==> config.mk <==
export PLATFORM = sky130hd
export DESIGN_NAME = text_encoding_classifier_top
export DESIGN_NICKNAME = d
export VERILOG_FILES = /design/src/sv/tec_pkg.sv /design/src/sv/tec_utf8_scan.sv /design/src/sv/text_encoding_classifier_top.sv
export SDC_FILE = /design/constraint.sdc
export NUM_CORES = 1
export LEC_CHECK = 0
export ABC_AREA = 1
export BUFFER_PORTS_ARGS = -buffer_cell sky130_fd_sc_hd__buf_2
export CORE_UTILIZATION = 56
export CTS_BUF_LIST = sky130_fd_sc_hd__clkbuf_16
export DETAILED_ROUTE_END_ITERATION = 7
export PLACE_DENSITY = 0.9
export SYNTH_ARGS = -nofsm -noshare
export SYNTH_HDL_FRONTEND = slang
export SYNTH_SLANG_ARGS = --single-unit
==> constraint.sdc <==
create_clock -name clock -period 6.4 [get_ports clock]
set_input_delay 0.64 -clock clock [delete_from_list [all_inputs] [get_ports clock]]
set_output_delay 0.64 -clock clock [all_outputs]
set_load 0.05 [all_outputs]
==> src/sv/tec_pkg.sv <==
`timescale 1ns / 1ps
// ----------------------------------------------------------------------------
// tec_pkg: shared types and constants of the text encoding classifier
// Holds the verdict codes, register indexes, byte patterns and the UTF-8
// scanner state that the top level and the scanner exchange.
// ----------------------------------------------------------------------------
package tec_pkg;

   // Default sizes of the UTF-16 probe and of the UTF-8 scan window.
   localparam int PROBE_PAIRS_DEFAULT = 64;
   localparam int SCAN_LIMIT_DEFAULT  = 4096;

   // Widths fixed by the item and register formats.
   localparam int BYTE_W  = 8;
   localparam int LEN_W   = 16;
   localparam int TALLY_W = 7;
   localparam int NUL_W   = 8;
   localparam int CONT_W  = 2;
   localparam int CSR_IDX_W = 2;

   localparam logic [TALLY_W-1:0] TALLY_MAX = 7'd127;
   localparam logic [NUL_W-1:0]   NUL_MAX   = 8'd255;

   // Shortest blob length on which the UTF-16 probe runs.
   localparam logic [LEN_W-1:0] MIN_PROBE_LEN = 16'd4;

   // Reciprocal of ten in 16 fractional bits, for the 90 percent threshold.
   localparam int RECIP_W     = 13;
   localparam int RECIP_SHIFT = 16;
   localparam logic [RECIP_W-1:0] RECIP_TENTH = 13'd6554;

   // Register indexes of the configuration port.
   localparam logic [CSR_IDX_W-1:0] CSR_MAX_NUL   = 2'd0;
   localparam logic [CSR_IDX_W-1:0] CSR_WIDE_LOW  = 2'd1;
   localparam logic [CSR_IDX_W-1:0] CSR_WIDE_HIGH = 2'd2;

   localparam logic [BYTE_W-1:0] MAX_NUL_RESET   = 8'd2;
   localparam logic [BYTE_W-1:0] WIDE_LOW_RESET  = 8'h4E;
   localparam logic [BYTE_W-1:0] WIDE_HIGH_RESET = 8'h9F;

   // Byte patterns used by the UTF-8 scanner.
   localparam logic [BYTE_W-1:0] BYTE_NUL   = 8'h00;
   localparam logic [BYTE_W-1:0] BYTE_TAB   = 8'h09;
   localparam logic [BYTE_W-1:0] BYTE_LF    = 8'h0A;
   localparam logic [BYTE_W-1:0] BYTE_CR    = 8'h0D;
   localparam logic [BYTE_W-1:0] BYTE_SPACE = 8'h20;
   localparam logic [BYTE_W-1:0] BYTE_HIGH  = 8'h80;
   localparam logic [BYTE_W-1:0] CONT_MASK  = 8'hC0;
   localparam logic [BYTE_W-1:0] CONT_VALUE = 8'h80;
   localparam logic [BYTE_W-1:0] LEAD2_MASK = 8'hE0;
   localparam logic [BYTE_W-1:0] LEAD2_VAL  = 8'hC0;
   localparam logic [BYTE_W-1:0] LEAD3_MASK = 8'hF0;
   localparam logic [BYTE_W-1:0] LEAD3_VAL  = 8'hE0;
   localparam logic [BYTE_W-1:0] LEAD4_MASK = 8'hF8;
   localparam logic [BYTE_W-1:0] LEAD4_VAL  = 8'hF0;

   typedef enum logic [1:0] {
      ENC_UTF16  = 2'd0,
      ENC_UTF8   = 2'd1,
      ENC_BINARY = 2'd2
   } encoding_type;

   typedef struct packed {
      logic [NUL_W-1:0]  nul_tally;
      logic [CONT_W-1:0] cont_left;
      logic              rejected;
   } utf8_state_type;

endpackage

==> src/sv/tec_utf8_scan.sv <==
`timescale 1ns / 1ps
// ----------------------------------------------------------------------------
// tec_utf8_scan: UTF-8 validity step
// Computes the scanner state after one byte: lead and continuation checks,
// control characters and the saturating NUL count.
// ----------------------------------------------------------------------------
module tec_utf8_scan
   import tec_pkg::*;
(
   input  logic                enable,
   input  logic [BYTE_W-1:0]   data_byte,
   input  logic [BYTE_W-1:0]   max_nul,
   input  utf8_state_type      state_cur,
   output utf8_state_type      state_nxt
);

   always_comb begin
      state_nxt = state_cur;
      if (enable) begin
         if (state_cur.cont_left != '0) begin
            if ((data_byte & CONT_MASK) != CONT_VALUE) begin
               state_nxt.rejected = 1'b1;
            end
            state_nxt.cont_left = state_cur.cont_left - CONT_W'(1);
         end else if (data_byte == BYTE_NUL) begin
            if (state_cur.nul_tally >= max_nul) begin
               state_nxt.rejected = 1'b1;
            end
            if (state_cur.nul_tally != NUL_MAX) begin
               state_nxt.nul_tally = state_cur.nul_tally + NUL_W'(1);
            end
         end else if (data_byte < BYTE_HIGH) begin
            // Control characters other than tab, line feed and carriage return.
            if (data_byte < BYTE_SPACE && !(data_byte inside {BYTE_TAB, BYTE_LF, BYTE_CR})) begin
               state_nxt.rejected = 1'b1;
            end
         end else if ((data_byte & LEAD2_MASK) == LEAD2_VAL) begin
            state_nxt.cont_left = CONT_W'(1);
         end else if ((data_byte & LEAD3_MASK) == LEAD3_VAL) begin
            state_nxt.cont_left = CONT_W'(2);
         end else if ((data_byte & LEAD4_MASK) == LEAD4_VAL) begin
            state_nxt.cont_left = CONT_W'(3);
         end else begin
            state_nxt.rejected = 1'b1;
         end
      end
   end

endmodule

==> src/sv/text_encoding_classifier_top.sv <==
`timescale 1ns / 1ps
// ----------------------------------------------------------------------------
// text_encoding_classifier_top: byte stream text encoding classifier
// Classifies each blob as UTF-16LE, UTF-8/ASCII or binary from its bytes.
// ----------------------------------------------------------------------------
// The block takes one byte of a blob per clock cycle on the req_ stream while
// req_tready is high, and returns one verdict transaction on the rsp_ stream
// for the byte marked by req_tlast. Each byte goes through one input register
// and one result register, and rsp_tvalid shows the verdict from the result
// register; the small running counters update between those registers. A new
// byte is still accepted while a verdict waits on rsp_tready, and only a
// second last byte behind an untaken verdict holds off the input. Even lengths
// of at least four first run a UTF-16 probe over the high bytes of the first
// PROBE_PAIRS pairs: 90 percent zero or 90 percent in the wide character range
// gives UTF-16LE. Otherwise the first SCAN_LIMIT bytes are checked as UTF-8,
// and a zero length always gives binary. The three configuration registers
// are written on the csr_ port; the user writes them only while the block
// idles, which the block itself does not enforce.
// ----------------------------------------------------------------------------
module text_encoding_classifier_top
   import tec_pkg::*;
#(
   parameter int PROBE_PAIRS = PROBE_PAIRS_DEFAULT,
   parameter int SCAN_LIMIT  = SCAN_LIMIT_DEFAULT
)
(
   input  logic                  clock,
   input  logic                  reset,
   // Input stream.
   input  logic                  req_tvalid,
   output logic                  req_tready,
   input  logic [23:0]           req_tdata,   // [7:0] data_byte, [23:8] blob_length
   input  logic                  req_tlast,   // last_byte
   // Result stream.
   output logic                  rsp_tvalid,
   input  logic                  rsp_tready,
   output logic [15:0]           rsp_tdata,   // [1:0] encoding, [8:2] zero_high_count,
                                              // [15:9] wide_char_count
   // Configuration write port.
   input  logic                  csr_we,
   input  logic [CSR_IDX_W-1:0]  csr_index,
   input  logic [BYTE_W-1:0]     csr_wdata
);

   // The position counter stops once it is past every byte either check reads.
   localparam int POS_STOP  = (SCAN_LIMIT > 2 * PROBE_PAIRS) ? SCAN_LIMIT : 2 * PROBE_PAIRS;
   localparam int POS_W     = $clog2(POS_STOP + 1);
   localparam int LCMP_W    = (POS_W > LEN_W) ? POS_W : LEN_W;
   localparam int PROBE_W   = $clog2(PROBE_PAIRS + 1);
   localparam int P9_W      = PROBE_W + 4;
   localparam int SCL_W     = P9_W + RECIP_W;
   localparam int CMP_W     = (TALLY_W > PROBE_W) ? TALLY_W : PROBE_W;

   // Configuration registers.
   logic [BYTE_W-1:0] max_nul_ff;
   logic [BYTE_W-1:0] wide_low_ff;
   logic [BYTE_W-1:0] wide_high_ff;

   // Input register stage.
   logic              s1_valid_ff;
   logic [BYTE_W-1:0] s1_byte_ff;
   logic [LEN_W-1:0]  s1_len_ff;
   logic              s1_last_ff;

   // Running blob state.
   logic [POS_W-1:0]   pos_ff, pos_in;
   logic [TALLY_W-1:0] zero_tally_ff, zero_tally_in;
   logic [TALLY_W-1:0] wide_tally_ff, wide_tally_in;
   utf8_state_type     utf8_ff, utf8_in;

   // Result register.
   logic               rsp_valid_ff;
   encoding_type       rsp_enc_ff, rsp_enc_in;
   logic [TALLY_W-1:0] rsp_zero_ff, rsp_zero_in;
   logic [TALLY_W-1:0] rsp_wide_ff, rsp_wide_in;

   logic                  advance;
   logic                  pos_in_len;
   logic                  probe_on;
   logic                  probe_hit;
   logic                  scan_en;
   logic [LEN_W-2:0]      pair_count;
   logic [PROBE_W-1:0]    probe_pairs;
   logic [P9_W-1:0]       probe_x9;
   logic [SCL_W-1:0]      probe_scaled;
   logic [PROBE_W-1:0]    threshold;
   logic                  zero_major;
   logic                  wide_major;

   // A byte leaves the input register unless it is a last byte whose verdict
   // would overwrite one that the consumer has not yet taken.
   assign advance    = s1_valid_ff && (!s1_last_ff || !rsp_valid_ff || rsp_tready);
   assign req_tready = !s1_valid_ff || advance;

   // The probe reads odd positions below min(length, 2 * PROBE_PAIRS); the
   // UTF-8 scan reads positions below min(length, SCAN_LIMIT).
   assign pos_in_len = LCMP_W'(pos_ff) < LCMP_W'(s1_len_ff);
   assign probe_on   = (s1_len_ff >= MIN_PROBE_LEN) && !s1_len_ff[0];
   assign probe_hit  = pos_in_len && probe_on && pos_ff[0]
                       && (pos_ff < POS_W'(2 * PROBE_PAIRS));
   assign scan_en    = pos_in_len && (pos_ff < POS_W'(SCAN_LIMIT));

   tec_utf8_scan u_utf8_scan (
      .enable    (scan_en),
      .data_byte (s1_byte_ff),
      .max_nul   (max_nul_ff),
      .state_cur (utf8_ff),
      .state_nxt (utf8_in)
   );

   always_comb begin
      pos_in = (pos_ff < POS_W'(POS_STOP)) ? pos_ff + POS_W'(1) : pos_ff;
      zero_tally_in = zero_tally_ff;
      wide_tally_in = wide_tally_ff;
      if (probe_hit) begin
         if (s1_byte_ff == BYTE_NUL && zero_tally_ff != TALLY_MAX) begin
            zero_tally_in = zero_tally_ff + TALLY_W'(1);
         end
         if (s1_byte_ff >= wide_low_ff && s1_byte_ff <= wide_high_ff
             && wide_tally_ff != TALLY_MAX) begin
            wide_tally_in = wide_tally_ff + TALLY_W'(1);
         end
      end
   end

   // Threshold floor(probe * 9 / 10): the product by nine is a shift and add,
   // and the division by ten a multiply by a rounded-up reciprocal, which is
   // exact for every probe size up to a few hundred pairs.
   assign pair_count   = s1_len_ff[LEN_W-1:1];
   assign probe_pairs  = (pair_count > (LEN_W-1)'(PROBE_PAIRS))
                         ? PROBE_W'(PROBE_PAIRS) : pair_count[PROBE_W-1:0];
   assign probe_x9     = P9_W'({probe_pairs, 3'b000}) + P9_W'(probe_pairs);
   assign probe_scaled = SCL_W'(probe_x9) * SCL_W'(RECIP_TENTH);
   assign threshold    = probe_scaled[RECIP_SHIFT +: PROBE_W];
   assign zero_major   = CMP_W'(zero_tally_in) >= CMP_W'(threshold);
   assign wide_major   = CMP_W'(wide_tally_in) >= CMP_W'(threshold);

   // Verdict, formed from the state as it stands after the last byte.
   always_comb begin
      rsp_zero_in = probe_on ? zero_tally_in : '0;
      rsp_wide_in = probe_on ? wide_tally_in : '0;
      if (s1_len_ff == '0) begin
         rsp_enc_in = ENC_BINARY;
      end else if (probe_on && (zero_major || wide_major)) begin
         rsp_enc_in = ENC_UTF16;
      end else if (utf8_in.rejected || utf8_in.cont_left != '0) begin
         // An unfinished multi-byte sequence counts as truncated.
         rsp_enc_in = ENC_BINARY;
      end else begin
         rsp_enc_in = ENC_UTF8;
      end
   end

   // Configuration writes; an index past the register list is dropped.
   always_ff @(posedge clock) begin
      if (reset) begin
         max_nul_ff   <= MAX_NUL_RESET;
         wide_low_ff  <= WIDE_LOW_RESET;
         wide_high_ff <= WIDE_HIGH_RESET;
      end else if (csr_we) begin
         case (csr_index)
            CSR_MAX_NUL:   max_nul_ff   <= csr_wdata;
            CSR_WIDE_LOW:  wide_low_ff  <= csr_wdata;
            CSR_WIDE_HIGH: wide_high_ff <= csr_wdata;
            default: ;
         endcase
      end
   end

   // Input register.
   always_ff @(posedge clock) begin
      if (reset) begin
         s1_valid_ff <= 1'b0;
      end else if (req_tready) begin
         s1_valid_ff <= req_tvalid;
      end
   end

   always_ff @(posedge clock) begin
      if (req_tready && req_tvalid) begin
         s1_byte_ff <= req_tdata[7:0];
         s1_len_ff  <= req_tdata[23:8];
         s1_last_ff <= req_tlast;
      end
   end

   // Blob state: updated by every byte, cleared after each verdict.
   always_ff @(posedge clock) begin
      if (reset) begin
         pos_ff        <= '0;
         zero_tally_ff <= '0;
         wide_tally_ff <= '0;
         utf8_ff       <= '0;
      end else if (advance) begin
         if (s1_last_ff) begin
            pos_ff        <= '0;
            zero_tally_ff <= '0;
            wide_tally_ff <= '0;
            utf8_ff       <= '0;
         end else begin
            pos_ff        <= pos_in;
            zero_tally_ff <= zero_tally_in;
            wide_tally_ff <= wide_tally_in;
            utf8_ff       <= utf8_in;
         end
      end
   end

   // Result register.
   always_ff @(posedge clock) begin
      if (reset) begin
         rsp_valid_ff <= 1'b0;
      end else if (advance && s1_last_ff) begin
         rsp_valid_ff <= 1'b1;
      end else if (rsp_tready) begin
         rsp_valid_ff <= 1'b0;
      end
   end

   always_ff @(posedge clock) begin
      if (advance && s1_last_ff) begin
         rsp_enc_ff  <= rsp_enc_in;
         rsp_zero_ff <= rsp_zero_in;
         rsp_wide_ff <= rsp_wide_in;
      end
   end

   assign rsp_tvalid = rsp_valid_ff;
   assign rsp_tdata  = {rsp_wide_ff, rsp_zero_ff, rsp_enc_ff};

   // A verdict leaves the blob state cleared for the next blob.
   assert property (@(posedge clock) disable iff (reset)
      (advance && s1_last_ff) |=> (pos_ff == '0 && zero_tally_ff == '0
                                   && wide_tally_ff == '0 && utf8_ff == '0))
      else $error("blob state not cleared after verdict");

   // A UTF-16 verdict needs a majority, so at least one count is nonzero.
   assert property (@(posedge clock) disable iff (reset)
      (rsp_valid_ff && rsp_enc_ff == ENC_UTF16) |-> (rsp_zero_ff != '0 || rsp_wide_ff != '0))
      else $error("UTF-16 verdict with empty counts");

   // The position counter never runs past its stop value.
   assert property (@(posedge clock) disable iff (reset)
      pos_ff <= POS_W'(POS_STOP))
      else $error("byte position past its stop value");

   // A pending verdict is never overwritten by the next one.
   assert property (@(posedge clock) disable iff (reset)
      (rsp_valid_ff && !rsp_tready) |-> !(advance && s1_last_ff))
      else $error("verdict overwritten while stalled");

endmodule
==> metrics.md <==
| Metric | Value |
|---|---|
| Status | finished, violations left |
| Failing checks | design-rule violations, negative setup slack |
| Hold Path Class | primary input to register |
| Post-Syn Area | 8540 um^2 |
| DIE WIDTH | 125 um |
| Top FF cell, synth | dfxtp_1 |
| Worst slack at placement | -0.507 ns |
| Initial antenna violation count | 0 |
| Gate Count Post-Synth | 1090 |
| Die Footprint | 15700 um^2 |
| Final setup fails | 2 |
| Vias | 7914 |
| Die height | 125 um |
| Cell Rows | 44 |
| Later-pin clock latency in the skew report | 0.36 ns |
| VDD IR max | 172 uV |
| Maximum clock insertion buffer count | 2 |
| Final #Nets | 1414 |
| Fmax | 0.145 GHz |
| Largest net degree at the start of global routing | 31 |
| Worst EP arrival | 7.09 ns |
| Fraction of registers with async set/reset | 0% |
| Largest cells by area after synthesis | ha_1, dfxtp_1, edfxtp_1, inv_1, nand2_1 |
| Crit-path slowest cell | fa_1 |
| Top-Level Pins | 58 |
| Post-synthesis sequential area ratio | 29.4% |
| Most frequent cells in the layout | inv_1, nand2_1, ha_1 |
| CP peak stage delay | 0.54 ns |
| Crit. End Element | register |
| Most used cell, CP | buf_4 |
| Met2 wire len | 10600 um |
| Residual DRC | 4 |
| CTS tree | built |
| Iteration-0 DRC Markers | 691 |
| Slew at the pin closest to its max-slew limit | 1.27 ns |
| Number of global-route vias before repair | 7843 |
| Sum Neg Setup Slack | -0.932 ns |
| Initial Utilization | 58.1% |
| ANT cells | 0 |
| Hold Buf Count CTS | 0 |
| Metal-1 WL | 8750 um |
| Cell taking the most area after synthesis | ha_1 |
| Worst slew margin | 15.2% |
| Via density per instance | 5.59 |
| Commonest non-fill, non-tap cell in the layout | inv_1 |
| Final worst slack | -0.478 ns |
| Startpoint type of the worst setup path | register |
| Layout cells sized above 1 | 22.5% |
| Hold Fails Final Rpt | 0 |
| Pins Over Slew Limit | 0 |
| Synth cell types | 55 |
| Crit path time final | 6.88 ns |
| Leakage | 0.00512 uW |
| Non-Filler Instances | 1416 |
| Post-synthesis register bit count | 105 |
| Clock-pin transition on the worst setup and hold timing paths | 0.07 ns |
| Ys Warns | 0 |
| Metal3 WL | 1220 um |
| CTS HTree Levels | 3 |
| Port bufs | 57 |
| ANT nets after route | 0 |
| RSZ-0062 raised after global routing | yes |
| Placed cell count | 1374 |
| Placeable Area | 14700 um^2 |
| Global-route wire length before repair | 35000 um |
| CP Max Fanout | 4 |
| WP data required | 6.61 ns |
| CTS buffer count | 9 |
| DP Area | 9480 um^2 |
| Final WL | 21600 um |
| HPWL after detailed placement | 15400 um |
| GPL Wtd Cong | 0.924 |
| Max Clock Skew | 0.0101 ns |
| Design Area, Final | 10200 um^2 |
| Max Cap Viol | 0 |
| Synth top area share | 17.1% |
| GRT Util Overall | 27.7% |
| 1st-pass router iterations | 7 |
| Worst Setup Path Type | register to register |
| Total global routing overflow | 0 |
| Period utilization | 107% |
| Power Dens Cells | 151 nW/um^2 |
| Clock Sinks | 105 |
| Top sig layer | met4 |
| Synth-to-layout area growth | 19.8% |
| DR WL/cell | 15.3 um |
| Clock root cell | clkbuf_16 |
| EDFF count, synth | 41 |
| Syn_area_per_cell | 7.83 um^2 |
## stage by stage
step	total power, uW	hold slack (ns)	utilization [%]
floorplan	911	0.435	-
global placement	980	0.452	64.5
detailed placement	992	0.456	64.5
CTS	1530	0.440	68.7
global route	1610	0.434	69.6
finish	1540	0.450	69.6
## repair_timing
action / CTS / global route
pin swaps: 27 / 17
cloned: 0 / 0
resized for setup: 32 / 26
buffers inserted: 22 / 4
endpoints found under the setup margin: 2 / 2
## report_power, final
group	switching [uW]	total, uW	internal [uW]
clock	261	530	270
sequential	14.6	732	717
combinational	173	281	108
## cells by family after synthesis
group                      Yosys count  share of synthesized area [%]
other                                1                         0.0439
adders and majority gates          147                           24.2
DFF                                105                           29.4
and+or+nand+nor                    422                           23.0
AOI/OAI and AO/OA                  157                           10.6
xor gates and xnor gates            20                           2.14
buffers and inverters              238                           10.6
## critical path, delay by kind of cell (launching register included)
kind                     cells  cell delay, ns
AO/OA/AOI/OAI                3            0.34
XOR/XNOR                     1            0.20
adder cells (fa/ha/maj)      7            2.72
buffers and inverters       14            1.42
flip-flops                   1            0.41
AND/OR/NAND/NOR             16            1.59
## metal layers
metal  vias up  GRT usage [%]
met4         0           14.7
met5         -              0
met1      3686           31.2
met3        95           5.22
met2       337           49.4
li1       3796              -
## cell usage after synthesis, types with 2 or more instances
cell        n
inv_1     213
nand2_1   213
ha_1      117
nor2_1     80
a21oi_1    74
dfxtp_1    64
edfxtp_1   41
nand3_1    40
o21ai_0    36
fa_1       30
nand4_1    23
nor3_1     15
o211ai_1   13
nand2_2    12
xor2_1     12
clkbuf_1   11
inv_2      11
or2_2       7
xnor2_1     7
nor2_4      5
nor3_2      5
o21ai_1     5
a31oi_1     4
o21a_1      4
a21o_1      3
nand3_2     3
nor2_2      3
nor4_1      3
o21bai_1    3
o31ai_1     3
a211oi_1    2
and2_1      2
and3_1      2
nor4_2      2
o21ai_2     2
## worst paths after layout
| kind | start | to | slack, ns | cells after the start |
|---|---|---|---|---|
| max | s1_len_ff[10] | rsp_enc_ff[1] | -0.48 | 41 |
| min | req_tdata[3] | s1_byte_ff[3] | 0.45 | 1 |
| max reg2reg | s1_len_ff[10] | rsp_enc_ff[1] | -0.48 | 41 |
| min reg2reg | wide_low_ff[5] | wide_low_ff[5] | 0.47 | 2 |
## flip-flops by register name, indices dropped and copies added (netlist names)
name,cells
utf8_ff,11
wide_high_ff,8
rsp_zero_ff,7
s1_valid_ff,1
max_nul_ff,8
s1_last_ff,1
zero_tally_ff,7
s1_len_ff,16
wide_tally_ff,7
s1_byte_ff,8
rsp_wide_ff,7
rsp_tvalid,1
wide_low_ff,8
rsp_enc_ff,2
pos_ff,13
## layout make-up
cell class,count,area (um^2)
Clock buffer,9,225
Clock inverter,7,56.3
Fill cell,1034,4480
Inverter,225,847
Multi-Input combinational cell,749,5460
Sequential cell,105,2510
Tap cell,184,230
Timing Repair Buffer,137,893
No activity file was read; power rests on OpenSTA's default activity.
